--- config.mk ---
export PLATFORM = sky130hd
export DESIGN_NAME = quartic_bisection_root_finder
export DESIGN_NICKNAME = d
export VERILOG_FILES = /design/src/rtl/qbrf_pkg.sv /design/src/rtl/qbrf_horner.sv /design/src/rtl/quartic_bisection_root_finder.sv
export SDC_FILE = /design/constraint.sdc
export NUM_CORES = 2
export LEC_CHECK = 0
export ABC_CLOCK_PERIOD_IN_PS = 15200
export BUFFER_PORTS_ARGS = -buffer_cell sky130_fd_sc_hd__buf_2
export CAP_MARGIN = 20
export CORE_UTILIZATION = 25
export DETAILED_ROUTE_END_ITERATION = 6
export PLACE_DENSITY = 0.51
export RECOVER_POWER = 50
export SLEW_MARGIN = 40
export SYNTH_ARGS = -nofsm -noshare
export SYNTH_HDL_FRONTEND = slang
export SYNTH_SLANG_ARGS = --single-unit
--- constraint.sdc ---
create_clock -name clk -period 15.2 [get_ports clk]
set_input_delay 0.76 -clock clk [delete_from_list [all_inputs] [get_ports clk]]
set_output_delay 0.76 -clock clk [all_outputs]
set_load 0.03 [all_outputs]
--- src/rtl/qbrf_pkg.sv ---
// Shared types and constants for the quartic bisection root finder.
// Used by qbrf_horner and quartic_bisection_root_finder; depends on nothing.
package qbrf_pkg;

  // Default build values.
  localparam int MAX_STEPS_DEF     = 48;
  localparam int FRACTION_BITS_DEF = 16;

  // Fixed field widths.
  localparam int X_W      = 32;  // Q-format operand and interval ends
  localparam int COEF_W   = 16;  // integer coefficients
  localparam int TOL_W    = 31;  // tolerance and half width
  localparam int STEP_W   = 6;   // step counter
  localparam int ACC_W    = 64;  // Horner accumulator
  localparam int MAG_W    = 62;  // accumulator magnitude
  localparam int CFG_IDX_W  = 3;
  localparam int CFG_DATA_W = 32;

  // Symmetric saturation bound of the accumulator: 2^62 - 1.
  localparam logic [ACC_W-1:0] ACC_LIM = {2'b00, {MAG_W{1'b1}}};

  localparam logic [TOL_W-1:0] TOL_RESET = TOL_W'(66);

  // Configuration register indexes.
  typedef enum logic [CFG_IDX_W-1:0] {
    CFG_COEF_X4 = 3'd0,
    CFG_COEF_X3 = 3'd1,
    CFG_COEF_X2 = 3'd2,
    CFG_COEF_X1 = 3'd3,
    CFG_COEF_X0 = 3'd4,
    CFG_TOL     = 3'd5
  } cfg_idx_t;

  // Result status codes.
  typedef enum logic [1:0] {
    STAT_ROOT    = 2'd0,
    STAT_EMPTY   = 2'd1,
    STAT_NO_SIGN = 2'd2,
    STAT_LIMIT   = 2'd3
  } status_t;

  // The five polynomial coefficients, highest power first.
  typedef struct packed {
    logic [COEF_W-1:0] x4;
    logic [COEF_W-1:0] x3;
    logic [COEF_W-1:0] x2;
    logic [COEF_W-1:0] x1;
    logic [COEF_W-1:0] x0;
  } coef_set_t;

  // Horner evaluator sequencer states.
  typedef enum logic [2:0] {
    EV_IDLE,
    EV_ABS,
    EV_MUL_LO,
    EV_MUL_HI,
    EV_SCALE,
    EV_ACC
  } ev_state_t;

  // Top-level search sequencer states.
  typedef enum logic [2:0] {
    ST_IDLE,
    ST_EVAL_LO,
    ST_EVAL_HI,
    ST_SPLIT,
    ST_EVAL_MID,
    ST_CHECK,
    ST_DONE
  } st_state_t;

endpackage

--- src/rtl/qbrf_horner.sv ---
// Fixed-point quartic evaluator by Horner's rule on one shared 32x32 multiplier.
// Depends on qbrf_pkg. The operand x must stay stable from start to done.
module qbrf_horner
  import qbrf_pkg::*;
#(
  parameter int FRACTION_BITS = FRACTION_BITS_DEF
) (
  input  logic                    clk,
  input  logic                    rst,
  input  logic                    start,
  input  logic signed [X_W-1:0]   x,
  input  coef_set_t               coefs,
  output logic signed [ACC_W-1:0] f,
  output logic                    done
);

  localparam int SAT_LSB = 30 + FRACTION_BITS;
  localparam int HI_SHL  = 32 - FRACTION_BITS;

  ev_state_t state, state_next;

  logic signed [ACC_W-1:0] acc;
  logic [MAG_W-1:0]        ma;
  logic [X_W-1:0]          mx;
  logic                    neg;
  logic [63:0]             plo;
  logic [MAG_W-1:0]        phi;
  logic [ACC_W-1:0]        mag;
  logic [1:0]              term;

  logic [X_W-1:0]          mul_a;
  logic [63:0]             mul_p;
  logic [ACC_W-1:0]        acc_abs;
  logic [X_W:0]            x_abs;
  logic [ACC_W-1:0]        m_raw;
  logic                    m_sat;
  logic [COEF_W-1:0]       coef_sel;
  logic signed [ACC_W-1:0] c4_scaled;
  logic signed [ACC_W-1:0] c_scaled;
  logic signed [ACC_W-1:0] m_signed;
  logic signed [ACC_W-1:0] sum;
  logic signed [ACC_W-1:0] sum_clamped;

  // Shared multiplier: low then high half of the accumulator magnitude.
  assign mul_a = (state == EV_MUL_LO) ? ma[X_W-1:0] : {2'b00, ma[MAG_W-1:X_W]};
  assign mul_p = mul_a * mx;

  // Magnitudes of the accumulator and of the operand.
  assign acc_abs = acc[ACC_W-1] ? ACC_W'(-acc) : ACC_W'(acc);
  assign x_abs   = x[X_W-1] ? (X_W+1)'(-{x[X_W-1], x}) : {1'b0, x};

  // Product magnitude shifted down by the fraction bits, with saturation.
  assign m_sat = |phi[MAG_W-1:SAT_LSB];
  assign m_raw = ({2'b00, phi} << HI_SHL) + (plo >> FRACTION_BITS);

  // Coefficient for the current Horner term, scaled to the fixed-point grid.
  always_comb begin
    case (term)
      2'd0:    coef_sel = coefs.x3;
      2'd1:    coef_sel = coefs.x2;
      2'd2:    coef_sel = coefs.x1;
      default: coef_sel = coefs.x0;
    endcase
  end

  assign c4_scaled = $signed({{(ACC_W-COEF_W){coefs.x4[COEF_W-1]}}, coefs.x4}) <<<
                     FRACTION_BITS;
  assign c_scaled  = $signed({{(ACC_W-COEF_W){coef_sel[COEF_W-1]}}, coef_sel}) <<<
                     FRACTION_BITS;

  // Apply the product sign, add the coefficient and clamp symmetrically.
  assign m_signed = neg ? -$signed(mag) : $signed(mag);
  assign sum      = m_signed + c_scaled;

  always_comb begin
    if (sum > $signed(ACC_LIM)) begin
      sum_clamped = $signed(ACC_LIM);
    end else if (sum < -$signed(ACC_LIM)) begin
      sum_clamped = -$signed(ACC_LIM);
    end else begin
      sum_clamped = sum;
    end
  end

  // Sequencer next state.
  always_comb begin
    state_next = state;
    unique case (state)
      EV_IDLE:   if (start) state_next = EV_ABS;
      EV_ABS:    state_next = EV_MUL_LO;
      EV_MUL_LO: state_next = EV_MUL_HI;
      EV_MUL_HI: state_next = EV_SCALE;
      EV_SCALE:  state_next = EV_ACC;
      EV_ACC:    state_next = (term == 2'd3) ? EV_IDLE : EV_ABS;
      default:   state_next = EV_IDLE;
    endcase
  end

  // State register and completion pulse.
  always_ff @(posedge clk) begin
    if (rst) begin
      state <= EV_IDLE;
      done  <= 1'b0;
    end else begin
      state <= state_next;
      done  <= (state == EV_ACC) && (term == 2'd3);
    end
  end

  // Datapath registers.
  always_ff @(posedge clk) begin
    case (state)
      EV_IDLE: begin
        acc  <= c4_scaled;
        term <= 2'd0;
      end
      EV_ABS: begin
        ma  <= acc_abs[MAG_W-1:0];
        mx  <= x_abs[X_W-1:0];
        neg <= acc[ACC_W-1] ^ x[X_W-1];
      end
      EV_MUL_LO: plo <= mul_p;
      EV_MUL_HI: phi <= mul_p[MAG_W-1:0];
      EV_SCALE: begin
        mag <= (m_sat || (m_raw > ACC_LIM)) ? ACC_LIM : m_raw;
      end
      EV_ACC: begin
        acc  <= sum_clamped;
        term <= term + 2'd1;
      end
      default: ;
    endcase
  end

  assign f = acc;

endmodule

--- src/rtl/quartic_bisection_root_finder.sv ---
// Quartic bisection root finder: one item in, one result item out.
// An empty interval skips the evaluations, and a rejected sign test stops after
// the two end evaluations. Each polynomial evaluation runs on the single shared
// multiplier.
// One item at a time; the input stalls until its result is in the output register.
// Reset (synchronous, rst high) clears control, coefficients to 0, tolerance to 66.
module quartic_bisection_root_finder
  import qbrf_pkg::*;
#(
  parameter int MAX_STEPS     = MAX_STEPS_DEF,
  parameter int FRACTION_BITS = FRACTION_BITS_DEF
) (
  input  logic                  clk,
  input  logic                  rst,
  // Input item channel.
  input  logic                  in_valid,
  output logic                  in_stall,
  input  logic signed [X_W-1:0] interval_low,
  input  logic signed [X_W-1:0] interval_high,
  // Result item channel.
  output logic                  out_valid,
  input  logic                  out_stall,
  output logic signed [X_W-1:0] root,
  output logic [TOL_W-1:0]      half_width,
  output logic [STEP_W-1:0]     steps_taken,
  output logic [1:0]            status,
  // Configuration write channel.
  input  logic                  cfg_valid,
  output logic                  cfg_ready,
  input  logic [CFG_IDX_W-1:0]  cfg_index,
  input  logic [CFG_DATA_W-1:0] cfg_data
);

  st_state_t state, state_next;

  coef_set_t           coefs;
  logic [TOL_W-1:0]    tolerance;

  logic signed [X_W-1:0]   bracket_low;
  logic signed [X_W-1:0]   bracket_high;
  logic signed [X_W-1:0]   midpoint;
  logic [STEP_W-1:0]       step_count;
  logic signed [ACC_W-1:0] f_low;
  logic signed [ACC_W-1:0] f_mid;
  status_t                 res_status;
  logic signed [X_W-1:0]   eval_x;
  logic                    ev_start;

  logic signed [ACC_W-1:0] ev_f;
  logic                    ev_done;

  logic                    in_take;
  logic                    out_free;
  logic [X_W:0]            span;
  logic signed [X_W-1:0]   mid_calc;
  logic signed [ACC_W-1:0] tol_ext;
  logic                    within_tol;
  logic                    same_sign;
  logic                    go_left;
  logic                    at_limit;

  assign cfg_ready = 1'b1;
  assign in_stall  = (state != ST_IDLE);
  assign in_take   = in_valid && !in_stall;
  assign out_free  = !out_valid || !out_stall;

  // Bracket width and midpoint; high never falls below low here, so the span is never negative.
  assign span     = {bracket_high[X_W-1], bracket_high} - {bracket_low[X_W-1], bracket_low};
  assign mid_calc = bracket_low + $signed(span[X_W:1]);

  // Stop test and bracket decision.
  assign tol_ext    = $signed({{(ACC_W-TOL_W){1'b0}}, tolerance});
  assign within_tol = (f_mid <= tol_ext) && (f_mid >= -tol_ext);
  assign same_sign  = (!f_low[ACC_W-1] && (|f_low) && !ev_f[ACC_W-1] && (|ev_f)) ||
                      (f_low[ACC_W-1] && ev_f[ACC_W-1]);
  assign go_left    = (f_low[ACC_W-1] && !f_mid[ACC_W-1] && (|f_mid)) ||
                      (!f_low[ACC_W-1] && (|f_low) && f_mid[ACC_W-1]);
  assign at_limit   = (step_count >= STEP_W'(MAX_STEPS));

  // Shared polynomial evaluator.
  qbrf_horner #(
    .FRACTION_BITS (FRACTION_BITS)
  ) u_horner (
    .clk   (clk),
    .rst   (rst),
    .start (ev_start),
    .x     (eval_x),
    .coefs (coefs),
    .f     (ev_f),
    .done  (ev_done)
  );

  // Configuration registers.
  always_ff @(posedge clk) begin
    if (rst) begin
      coefs     <= '0;
      tolerance <= TOL_RESET;
    end else if (cfg_valid && cfg_ready) begin
      unique case (cfg_index)
        CFG_COEF_X4: coefs.x4  <= cfg_data[COEF_W-1:0];
        CFG_COEF_X3: coefs.x3  <= cfg_data[COEF_W-1:0];
        CFG_COEF_X2: coefs.x2  <= cfg_data[COEF_W-1:0];
        CFG_COEF_X1: coefs.x1  <= cfg_data[COEF_W-1:0];
        CFG_COEF_X0: coefs.x0  <= cfg_data[COEF_W-1:0];
        CFG_TOL:     tolerance <= cfg_data[TOL_W-1:0];
        default: ;
      endcase
    end
  end

  // Search sequencer next state.
  always_comb begin
    state_next = state;
    unique case (state)
      ST_IDLE: begin
        if (in_take) begin
          state_next = (interval_low >= interval_high) ? ST_DONE : ST_EVAL_LO;
        end
      end
      ST_EVAL_LO:  if (ev_done) state_next = ST_EVAL_HI;
      ST_EVAL_HI:  if (ev_done) state_next = same_sign ? ST_DONE : ST_SPLIT;
      ST_SPLIT:    state_next = ST_EVAL_MID;
      ST_EVAL_MID: if (ev_done) state_next = ST_CHECK;
      ST_CHECK:    state_next = (within_tol || at_limit) ? ST_DONE : ST_SPLIT;
      ST_DONE:     if (out_free) state_next = ST_IDLE;
      default:     state_next = ST_IDLE;
    endcase
  end

  // Control registers.
  always_ff @(posedge clk) begin
    if (rst) begin
      state     <= ST_IDLE;
      ev_start  <= 1'b0;
      out_valid <= 1'b0;
    end else begin
      state    <= state_next;
      ev_start <= (state == ST_IDLE && in_take && (interval_low < interval_high)) ||
                  (state == ST_EVAL_LO && ev_done) ||
                  (state == ST_SPLIT);
      if (state == ST_DONE && out_free) begin
        out_valid <= 1'b1;
      end else if (!out_stall) begin
        out_valid <= 1'b0;
      end
    end
  end

  // Search datapath.
  always_ff @(posedge clk) begin
    case (state)
      ST_IDLE: begin
        if (in_take) begin
          bracket_low  <= interval_low;
          bracket_high <= interval_high;
          eval_x       <= interval_low;
          step_count   <= '0;
          res_status   <= STAT_EMPTY;
        end
      end
      ST_EVAL_LO: begin
        if (ev_done) begin
          f_low  <= ev_f;
          eval_x <= bracket_high;
        end
      end
      ST_EVAL_HI: begin
        if (ev_done) begin
          res_status <= same_sign ? STAT_NO_SIGN : STAT_ROOT;
        end
      end
      ST_SPLIT: begin
        midpoint <= mid_calc;
        eval_x   <= mid_calc;
      end
      ST_EVAL_MID: begin
        if (ev_done) begin
          f_mid <= ev_f;
        end
      end
      ST_CHECK: begin
        if (within_tol) begin
          res_status <= STAT_ROOT;
        end else if (at_limit) begin
          res_status <= STAT_LIMIT;
        end else begin
          if (go_left) begin
            bracket_high <= midpoint;
          end else begin
            bracket_low <= midpoint;
            f_low       <= f_mid;
          end
          step_count <= step_count + STEP_W'(1);
        end
      end
      default: ;
    endcase
  end

  // Output register; a rejected interval reports zeros.
  always_ff @(posedge clk) begin
    if (state == ST_DONE && out_free) begin
      status <= res_status;
      if (res_status == STAT_EMPTY || res_status == STAT_NO_SIGN) begin
        root        <= '0;
        half_width  <= '0;
        steps_taken <= '0;
      end else begin
        root        <= midpoint;
        half_width  <= span[TOL_W:1];
        steps_taken <= step_count;
      end
    end
  end

endmodule
==> impl_metrics.xml <==
<?xml version="1.0" encoding="UTF-8"?>
<metrics>
  <group name="finish">
    <metric name="final_layout_size_suffix_gt1_share" unit="%">5.47</metric>
    <metric name="filler_cell_count" unit="">32529</metric>
    <metric name="flow.area_growth_from_synthesis" unit="%">10.6</metric>
    <metric name="layout.nets" unit="">9572</metric>
  </group>
  <group name="outcome">
    <metric name="violated_checks" unit="">max-capacitance violations, max-slew violations</metric>
    <metric name="result_of_the_run" unit="">complete, but fails checks</metric>
  </group>
  <group name="job">
    <metric name="max_cap_violations" unit="">15</metric>
  </group>
  <group name="synth">
    <metric name="synth.ff_latch_count" unit="">790</metric>
    <metric name="synth_edf_count" unit="">670</metric>
    <metric name="post_synth_num_cell_types" unit="">87</metric>
    <metric name="post-synth-top-count-cell" unit="">nand2_1</metric>
    <metric name="syn_avg_cell_area" unit="µm²">9.67</metric>
    <metric name="synth-async-reset-ratio" unit="%">0</metric>
    <metric name="ys_top_cells_by_count" unit="">nand2_1, inv_1, fa_1</metric>
    <metric name="synth_top_area_cell" unit="">edfxtp_1</metric>
    <metric name="synthFlopType" unit="">edfxtp_1</metric>
    <metric name="yosys_warnings" unit="">0</metric>
    <metric name="synth_top_area_share" unit="%">25.9</metric>
    <metric name="synth_cells" unit="">8048</metric>
    <metric name="synth.area.top_cells" unit="">edfxtp_1, fa_1, ha_1</metric>
    <metric name="netlist_area" unit="µm²">77800</metric>
    <metric name="synth-seq-area-share" unit="%">29.0</metric>
  </group>
  <group name="clocking">
    <metric name="postCtsHoldBufs" unit="">0</metric>
    <metric name="insertion_delay_to_the_later_sink_of_the_worst_skew_pair" unit="ps">720</metric>
    <metric name="cts_buffers" unit="">90</metric>
    <metric name="cts.sinks" unit="">790</metric>
    <metric name="post_cts_resize_count" unit="">0</metric>
    <metric name="post_cts_setup_buffer_count" unit="">0</metric>
    <metric name="clockRootBuffer" unit="">clkbuf_16</metric>
    <metric name="tritoncts_clock_tree" unit="">done</metric>
    <metric name="clock_tree.buffer_depth" unit="">3</metric>
    <metric name="cts.htree.levels" unit="">3</metric>
    <metric name="worst_setup_hold_path_clk_slew" unit="ps">60</metric>
  </group>
  <group name="placement">
    <metric name="portBuffers" unit="">175</metric>
    <metric name="post-dp-hpwl" unit="mm">177</metric>
    <metric name="routabilityCongestion" unit="">0.886</metric>
  </group>
  <group name="worst_setup_path">
    <metric name="crit_path_max_fanout" unit="">31</metric>
    <metric name="critPathArrivalTime" unit="ps">12360</metric>
    <metric name="cpMostUsedCell" unit="">fa_1</metric>
    <metric name="reg2reg_setup_slack" unit="ps">3310</metric>
    <metric name="setup.worst_path.start_class" unit="">flip-flop</metric>
    <metric name="worstSetupEndpointType" unit="">flip-flop</metric>
    <metric name="critical_path.slowest_cell" unit="">clkbuf_1</metric>
    <metric name="crit_type" unit="">reg -&gt; reg</metric>
    <metric name="cp.required" unit="ps">15670</metric>
    <metric name="critical_path.max_stage_delay" unit="ps">1690</metric>
  </group>
  <group name="drt">
    <metric name="route.detailed.wl_per_inst" unit="µm">18.8</metric>
    <metric name="routed_wl" unit="mm">230</metric>
    <metric name="viasPerCell" unit="">4.71</metric>
    <metric name="drc_errors" unit="">0</metric>
    <metric name="first_iter_violations" unit="">4284</metric>
    <metric name="antenna_left" unit="">0</metric>
    <metric name="detail_route.first_pass.iterations" unit="">6</metric>
    <metric name="detailroute.via_count" unit="">57567</metric>
  </group>
  <group name="timing">
    <metric name="report.final.slew_viol_count" unit="">715</metric>
    <metric name="hold_violations" unit="">0</metric>
    <metric name="worst-slew-pin-transition" unit="ps">4240</metric>
    <metric name="grt_setup_unrepaired" unit="">no</metric>
    <metric name="clock.fmax" unit="GHz">0.0841</metric>
    <metric name="final.period_utilization" unit="%">78.2</metric>
    <metric name="setup_tns" unit="ps">0</metric>
    <metric name="finalSetupViolCount" unit="">0</metric>
    <metric name="finClkSkew" unit="ps">63.1</metric>
    <metric name="slew-limit-headroom" unit="%">-183</metric>
    <metric name="timing.final.crit_period" unit="ps">11890</metric>
  </group>
  <group name="floorplanning">
    <metric name="die-area" unit="µm²">313000</metric>
    <metric name="core_area" unit="µm²">309000</metric>
    <metric name="die_x" unit="µm">560</metric>
    <metric name="start_util" unit="%">25.2</metric>
    <metric name="pin_count" unit="">178</metric>
    <metric name="die-height" unit="µm">560</metric>
    <metric name="core.rowCount" unit="">204</metric>
  </group>
  <group name="global_route">
    <metric name="grt.overflow.total" unit="">0</metric>
    <metric name="grt_antenna_before_repair" unit="">10</metric>
    <metric name="first_global_vias" unit="">59921</metric>
    <metric name="grt_pass1_wl" unit="mm">360</metric>
    <metric name="gr-usage-all-layers" unit="%">14.6</metric>
    <metric name="grt_start_max_net_pins" unit="">78</metric>
  </group>
  <group name="min_path">
    <metric name="holdCritPathClass" unit="">in -&gt; reg</metric>
  </group>
</metrics>
-- per-stage QoR --
step	std cells	utilization [%]	worst slack [ps]	hold slack, ps	area, µm²
4_1_cts	12221	27.9	4930	234	86200
3_5_place_dp	12053	27.0	4960	446	83300
3_3_place_gp	12047	26.9	5010	441	83200
6_report	12225	27.8	3310	302	86100
5_1_grt	12223	27.8	2630	271	86000
2_1_floorplan	8049	-	591	436	77800
-- worst max-delay path: cells and delay by family (launching register included) --
family	cells	cell delay, ps
AOI/OAI and AO/OA	5	1680
buffers and inverters	7	3120
DFF	1	470
adders and majority gates	9	4590
muxes	1	90
and+or+nand+nor	7	1630
-- path summary, 6_finish.rpt --
path / start / end / cells past startpoint
worst max-delay path: u_horner.state[1] / u_horner.plo[62] / 29
worst min-delay path: cfg_data[23] / tolerance[23] / 3
worst max register to register: u_horner.state[1] / u_horner.plo[62] / 29
worst min register to register: coefs[57] / coefs[57] / 2
-- cell type report --
| cell class | count | area [µm²] | area share, % |
|---|---|---|---|
| multi-input combinational | 5767 | 49800 | 57.9 |
| timing repair buffer | 280 | 1550 | 1.80 |
| inverter | 1098 | 4120 | 4.79 |
| clock inverter | 54 | 485 | 0.564 |
| tap | 4120 | 5150 | 5.99 |
| clock buffer | 114 | 2420 | 2.81 |
| antenna | 2 | 5.00 | 0.00582 |
| sequential | 790 | 22500 | 26.2 |
-- placed cells by master, fill, tap and decap left out, drive strengths merged, types with 40 or more instances in the layout --
master	instances
and3	69
o21ai	230
nand4	70
xnor2	298
and2	658
or3	56
a21oi	407
a31oi	41
clkbuf	206
inv	1106
o21a	40
dfxtp	120
nand2	1198
ha	541
o31ai	74
mux2i	51
buf	188
nand2b	61
edfxtp	670
xor2	63
nor2	240
nand3	69
fa	900
nor4	66
a21o	157
nor3	78
-- metal layers --
layer	global-route usage, %	share of wire, %	wire, µm
met2	23.8	46	106000
met4	3.54	2.3	5290
met3	1.54	5.1	11800
met5	0	0	0
met1	20.7	47	107000
-- cells by family (layout without fill, tap and decap cells) --
logic type / count (synthesis) / count (layout) / synth area share (%)
compound gates: 1171 / 1171 / 9.61
xor+xnor: 361 / 361 / 4.06
fa+ha+maj: 1441 / 1441 / 31.9
buf+inv: 1492 / 1546 / 7.26
flops: 790 / 790 / 29.0
mux: 83 / 83 / 1.12
other cells: 2 / 5 / 0.00965
simple gates: 2708 / 2708 / 17.1
-- registers in the layout (all words and copies together), names as in the netlist, 48 cells and up --
signal,flops
f_low,64
u_horner.plo,48
u_horner.f,64
u_horner.mag,64
coefs,80
u_horner.ma,62
u_horner.phi,62
f_mid,64
Power is not shown: default switching activity piles up to over one toggle a cycle in this logic, so the estimate is an artifact.
